**src/hdl/psfp_pkg.sv**
```systemverilog
`default_nettype none

package psfp_pkg;

	localparam logic [7:0] HDR_FIRST   = 8'h42;
	localparam logic [7:0] HDR_SECOND  = 8'h4D;
	localparam logic [4:0] POS_PM25_HI = 5'd12;
	localparam logic [4:0] POS_PM25_LO = 5'd13;
	localparam logic [4:0] POS_PM10_HI = 5'd14;
	localparam logic [4:0] POS_PM10_LO = 5'd15;
	localparam logic [4:0] POS_CHK_HI  = 5'd30;
	localparam logic [4:0] POS_CHK_LO  = 5'd31;

	localparam int SUM_W  = 13;
	localparam int WORD_W = 16;

	typedef struct packed {
		logic              hit;
		logic [WORD_W-1:0] pm10;
		logic [WORD_W-1:0] pm25;
	} psfp_result_t;

endpackage

`default_nettype wire

```
**src/hdl/psfp_core.sv**
```systemverilog
`default_nettype none

module psfp_core
	import psfp_pkg::*;
(
	input  wire logic         clk,
	input  wire logic         arst_n,
	input  wire logic         fire,
	input  wire logic [7:0]   rx_byte,
	output psfp_result_t      result
);

	logic [4:0]        pos_q;
	logic [SUM_W-1:0]  sum_q;
	logic [WORD_W-1:0] pm25_q;
	logic [WORD_W-1:0] pm10_q;
	logic [7:0]        chk_hi_q;

	logic [SUM_W-1:0]  sum_add;
	logic [WORD_W-1:0] check_word;

	assign sum_add    = sum_q + {{(SUM_W-8){1'b0}}, rx_byte};
	assign check_word = {chk_hi_q, rx_byte};

	always_comb begin
		result.hit  = (pos_q == POS_CHK_LO) &&
			(check_word == {{(WORD_W-SUM_W){1'b0}}, sum_q});
		result.pm25 = pm25_q;
		result.pm10 = pm10_q;
	end

	always_ff @(posedge clk or negedge arst_n) begin
		if (!arst_n) begin
			pos_q    <= '0;
			sum_q    <= '0;
			pm25_q   <= '0;
			pm10_q   <= '0;
			chk_hi_q <= '0;
		end else if (fire) begin
			if (pos_q == 5'd0) begin
				if (rx_byte == HDR_FIRST) begin
					pos_q <= 5'd1;
					sum_q <= {{(SUM_W-8){1'b0}}, rx_byte};
				end else begin
					pos_q <= '0;
					sum_q <= '0;
				end
			end else if (pos_q == 5'd1) begin
				if (rx_byte == HDR_SECOND) begin
					pos_q <= 5'd2;
					sum_q <= sum_add;
				end else begin
					pos_q <= '0;
					sum_q <= '0;
				end
			end else if (pos_q < POS_CHK_HI) begin
				sum_q <= sum_add;
				pos_q <= pos_q + 5'd1;
				case (pos_q)
					POS_PM25_HI: pm25_q[15:8] <= rx_byte;
					POS_PM25_LO: pm25_q[7:0]  <= rx_byte;
					POS_PM10_HI: pm10_q[15:8] <= rx_byte;
					POS_PM10_LO: pm10_q[7:0]  <= rx_byte;
					default: ;
				endcase
			end else if (pos_q == POS_CHK_HI) begin
				chk_hi_q <= rx_byte;
				pos_q    <= POS_CHK_LO;
			end else begin
				pos_q <= '0;
				sum_q <= '0;
			end
		end
	end

endmodule

`default_nettype wire

```
**src/hdl/psfp_out_reg.sv**
```systemverilog
`default_nettype none

module psfp_out_reg
	import psfp_pkg::*;
(
	input  wire logic                clk,
	input  wire logic                arst_n,
	input  wire logic                load,
	input  wire logic [2*WORD_W-1:0] load_data,
	output logic                     free,
	output logic                     tvalid,
	input  wire logic                tready,
	output logic [2*WORD_W-1:0]      tdata
);

	logic                valid_q;
	logic [2*WORD_W-1:0] data_q;

	assign free   = !valid_q || tready;
	assign tvalid = valid_q;
	assign tdata  = data_q;

	always_ff @(posedge clk or negedge arst_n) begin
		if (!arst_n) begin
			valid_q <= 1'b0;
		end else if (load) begin
			valid_q <= 1'b1;
		end else if (tready) begin
			valid_q <= 1'b0;
		end
	end

	always_ff @(posedge clk) begin
		if (load) begin
			data_q <= load_data;
		end
	end

endmodule

`default_nettype wire

```
**src/hdl/particle_sensor_frame_parser.sv**
```systemverilog
// Particle sensor frame parser.
// Slave stream (s_tvalid/s_tready/s_tdata) carries one received serial byte per
// transaction. Master stream (m_tvalid/m_tready/m_tdata) carries one
// transaction for every 32-byte frame that starts with 0x42 0x4D and whose
// check word in bytes 30 and 31 equals the sum of bytes 0 to 29.
// The transaction carries the PM2.5 word (bytes 12 and 13) and the PM10
// word (bytes 14 and 15); bad frames produce nothing and the hunt restarts.
// Throughput is one byte per cycle while no byte that completes a good
// frame waits for the output register. A byte lands in an input register,
// the parser state is updated from that register, and the result is
// registered in the output register that drives m_tvalid and m_tdata.
// When the receiver stalls, the result waits in the output register and
// bytes that produce no result keep flowing; only a byte that completes
// a good frame waits until the output register is taken.
// Reset clears the hunt position, the running sum and both valid flags.

`default_nettype none

module particle_sensor_frame_parser
	import psfp_pkg::*;
(
	input  wire logic                clk,
	input  wire logic                arst_n,
	input  wire logic                s_tvalid,
	output logic                     s_tready,
	input  wire logic [7:0]          s_tdata,  // [7:0] rx_byte
	output logic                     m_tvalid,
	input  wire logic                m_tready,
	output logic [2*WORD_W-1:0]      m_tdata   // [15:0] pm25_reading, [31:16] pm10_reading
);

	logic         valid_s1;
	logic [7:0]   byte_s1;
	logic         out_free;
	logic         proc_fire;
	psfp_result_t result;

	assign proc_fire = valid_s1 && (!result.hit || out_free);
	assign s_tready  = !valid_s1 || proc_fire;

	always_ff @(posedge clk or negedge arst_n) begin
		if (!arst_n) begin
			valid_s1 <= 1'b0;
		end else if (s_tready) begin
			valid_s1 <= s_tvalid;
		end
	end

	always_ff @(posedge clk) begin
		if (s_tvalid && s_tready) begin
			byte_s1 <= s_tdata;
		end
	end

	psfp_core u_core (
		.clk     (clk),
		.arst_n  (arst_n),
		.fire    (proc_fire),
		.rx_byte (byte_s1),
		.result  (result)
	);

	psfp_out_reg u_out_reg (
		.clk       (clk),
		.arst_n    (arst_n),
		.load      (proc_fire && result.hit),
		.load_data ({result.pm10, result.pm25}),
		.free      (out_free),
		.tvalid    (m_tvalid),
		.tready    (m_tready),
		.tdata     (m_tdata)
	);

endmodule

`default_nettype wire

```
**config.mk**
```make
export PLATFORM = sky130hd
export DESIGN_NAME = particle_sensor_frame_parser
export DESIGN_NICKNAME = d
export VERILOG_FILES = /design/src/hdl/psfp_pkg.sv /design/src/hdl/psfp_core.sv /design/src/hdl/psfp_out_reg.sv /design/src/hdl/particle_sensor_frame_parser.sv
export SDC_FILE = /design/constraint.sdc
export NUM_CORES = 1
export LEC_CHECK = 0
export ABC_CLOCK_PERIOD_IN_PS = 3310
export BUFFER_PORTS_ARGS = -buffer_cell sky130_fd_sc_hd__clkbuf_2
export CELL_PAD_IN_SITES_DETAIL_PLACEMENT = 0
export CELL_PAD_IN_SITES_GLOBAL_PLACEMENT = 1
export CORE_MARGIN = 5
export CORE_UTILIZATION = 48
export CTS_CLUSTER_DIAMETER = 40
export DETAILED_ROUTE_END_ITERATION = 12
export PLACE_DENSITY_LB_ADDON = 0.15
export SETUP_SLACK_MARGIN = 0.5
export SYNTH_ARGS = -nofsm -noshare
export SYNTH_HDL_FRONTEND = slang
export SYNTH_SLANG_ARGS = --single-unit
```
**constraint.sdc**
```tcl
create_clock -name clk -period 3.31 [get_ports clk]
set_clock_uncertainty 0.1 [all_clocks]
set_input_delay 0.8275 -clock clk [delete_from_list [all_inputs] [get_ports clk]]
set_output_delay 0.8275 -clock clk [all_outputs]
set_load 0.03 [all_outputs]
```
==> results.sh <==
export IMPL_drv_cap=0
export IMPL_htreeDepth=3
export IMPL_p_per_area_mw_per_mm2=596
export IMPL_cts_buffers=9
export IMPL_row_count=34
export IMPL_ff2ff_setup_slack_ps=460
export IMPL_worstPathArrival_ps=2220
export IMPL_track_usage_pct=16.6
export IMPL_insertion_delay_ps=360
export IMPL_tns_ps=0
export IMPL_grt_pass1_wl_um=14400
export IMPL_met3_length_um=321
export IMPL_post_route_period_util_pct=94.9
export IMPL_drv_slew=0
export IMPL_async_flop_share_pct=60.0
export IMPL_path_cells="ha_2 > inv_2 > nor2_4 > ha_4 > nor4b_4 > nand2_1 > nor3_2 > nand2_1 > nor2_4 > inv_2 > buf_6"
export IMPL_finalWirelength_um=9020
export IMPL_place_area_mm2=0.00479
export IMPL_clockBufferDepth=2
export IMPL_gp_congestion=0.818
export IMPL_cp_end_kind="primary output"
export IMPL_rsz0062_at_grt="true"
export IMPL_area_growth_pct=20.7
export IMPL_met2_length_um=4360
export IMPL_start_util_pct=49.7
export IMPL_clock_fmax_ghz=0.318
export IMPL_grt_overflow=0
export IMPL_synth_avg_cell_area_um2=13.8
export IMPL_p_leak_nw=2.26
export IMPL_dp_hpwl_um=6130
export IMPL_yosys_warnings=0
export IMPL_num_vias=2694
export IMPL_synth_fp_nets=344
export IMPL_cp_top_family="simple AND/OR/NAND/NOR gates"
export IMPL_finish_instance_area_mm2=0.00529
export IMPL_mostFrequentLayoutCell="dfrtp_1"
export IMPL_io_pins=46
export IMPL_highest_layer="met4"
export IMPL_wl_per_cell_um=17.8
export IMPL_irDropWorstVdd_uv=285
export IMPL_synth_edf_count=40
export IMPL_r2r_cells=11
export IMPL_die_h_um=106
export IMPL_diodes=0
export IMPL_cts_root_buf="clkbuf_8"
export IMPL_die_w_um=106
export IMPL_worst_pin_slew_ps=799
export IMPL_drive_gt1_share_pct=40.5
export IMPL_ant_nets=0
export IMPL_port_buffers=45
export IMPL_synth_distinct_cells=50
export IMPL_ys_seq_area_share_pct=61.7
export IMPL_synthCells=317
export IMPL_status="completed"
export IMPL_clk_pin_slew_ps=110
export IMPL_slowest_delay_ps=390
export IMPL_wl_met1_um=4240
export IMPL_hold_viol_final=0
export IMPL_hold_slack_ps=330
export IMPL_hold_class="input port to asynchronous set/reset pin"
export IMPL_grt_max_degree=61
export IMPL_final_nets=420
export IMPL_fill_cells=701
export IMPL_ys_flop_type="dfrtp_1"
export IMPL_slew_headroom_pct=46.6
export IMPL_die_area_mm2=0.0111
export IMPL_post_route_min_period_ps=3140
export IMPL_crit_fanout=2
export IMPL_r2r_end="u_core.pm10_q[8]"
export IMPL_drtIter0Drc=106
export IMPL_netlist_area_mm2=0.00438
export IMPL_start_kind="register"
export IMPL_ys_ff_latch=100
export IMPL_cp_data_required_time_ps=2380
export IMPL_cts_sinks=100
export IMPL_core_area_mm2=0.00881
export IMPL_antenna_found_initial=0
export IMPL_setup_viol=0
export IMPL_path_class="register to primary output"
export IMPL_grt_pass1_vias=2659
export IMPL_critPathSlowestCell="dfrtp_1"
export IMPL_critical_path_buf_inv_count=3
export IMPL_dr_pass1_iters=4
export IMPL_most_common_layout_cells="dfrtp_1, clkbuf_2, edfxtp_1, buf_4, nand2_1"
export IMPL_cts_tree="done"
export IMPL_drc=0
export IMPL_vias_per_cell=5.32
export IMPL_r2r_start="byte_s1[3]"
==> power breakdown <==
group          leakage [nW]  internal [W]  total [W]  switching (W)
Clock                 0.100      0.000296   0.000760       0.000464
Combinational          1.03      0.000411   0.000892       0.000481
Sequential             1.13       0.00140    0.00150      0.0000993
Total                  2.26       0.00211    0.00315        0.00104
==> cells in the mapped netlist (3+ instances only) <==
library cell,number,share of area (%)
mux2_4,16,5.5
nand2_1,26,2.2
xnor2_1,6,1.2
buf_2,7,0.80
inv_1,12,1.0
nor2_1,10,0.86
mux2_2,23,5.9
edfxtp_1,40,27
nand3_1,10,1.1
nand2b_1,3,0.43
xor2_1,4,0.80
o211ai_1,3,0.51
o21ai_0,8,0.91
o31ai_1,3,0.51
nor4_1,3,0.43
nand4_1,4,0.57
a21oi_1,10,1.1
a21o_1,6,1.0
dfrtp_1,60,34
nor3_1,7,0.80
ha_1,14,4.0
==> area by class of cell <==
type	instances	area (um2)	area share (%)
flip-flops and latches	100	2710	51.2
multi-input cells	194	1730	32.7
repair buffers	76	484	9.16
well taps	108	135	2.56
clock buffers	9	124	2.34
clock inverters	7	65.1	1.23
inverters	12	45.0	0.852
==> worst max-delay path by stage <==
stage | start | to | slack, ps | depth (start not counted)
after global placement | u_core.pos_q[1] | s_tready | 280 | 11
after detailed placement | u_core.pos_q[1] | s_tready | 190 | 11
after global routing | u_core.pos_q[1] | s_tready | 60 | 11
final | u_core.pos_q[1] | s_tready | 170 | 11
after floorplan | byte_s1[4] | u_out_reg.tdata[0] | 520 | 6
after CTS | u_core.pos_q[1] | s_tready | 130 | 11
==> layer usage <==
layer  up-vias  GRT usage (%)
met5         -              0
met4         0           4.53
met3         9           3.30
met2        58           26.9
met1      1317           23.0
li1       1310              -
==> worst register-to-register path, cell delays in order (launching register included) <==
cell      delay [ps]
edfxtp_1         430
ha_2             440
nor4_4            60
nand2_2           90
buf_4            110
buf_4             90
buf_4            100
o41ai_4           50
buf_4            170
nor4b_1          430
and2_4           350
mux2_4           320
==> stage by stage <==
| stage | worst slack (ps) | instances | total power [W] | util (%) |
|---|---|---|---|---|
| 2_1_floorplan | 525 | 317 | 0.00205 | - |
| 3_3_place_gp | 278 | 473 | 0.00224 | 54.4 |
| 3_5_place_dp | 193 | 473 | 0.00225 | 54.4 |
| 4_1_cts | 134 | 497 | 0.00311 | 58.4 |
| 5_1_grt | 62.6 | 506 | 0.00333 | 60.0 |
| 6_report | 167 | 506 | 0.00315 | 60.0 |
==> cell families (layout without fill, tap and decap cells) <==
group	count (synthesis)	in the layout	share of synthesized area, %
AO/OA/AOI/OAI	47	47	7.57
XOR/XNOR	10	10	2.00
adder cells (fa/ha/maj)	15	15	4.46
buffers and inverters	23	104	2.51
flip-flops	100	100	61.7
multiplexers	41	41	11.9
AND/OR/NAND/NOR	81	81	9.83
==> sequential cells by signal, indices dropped and copies added, names as in the netlist <==
name,cells
u_core.chk_hi_q,8
u_out_reg.tdata,32
u_core.sum_q,13
valid_s1,1
byte_s1,8
u_core.pos_q,5
u_out_reg.tvalid,1
u_core.pm10_q,16
u_core.pm25_q,16
==> what timing repair did <==
action / 4_1_cts / 5_1_grt
pin swaps: 5 / 5
resized for setup: 22 / 20
hold buffers: 0 / 0
buffers inserted: 8 / 9
endpoints found under the setup margin: 37 / 38
Note: power is estimated with default switching activity, not from simulation.
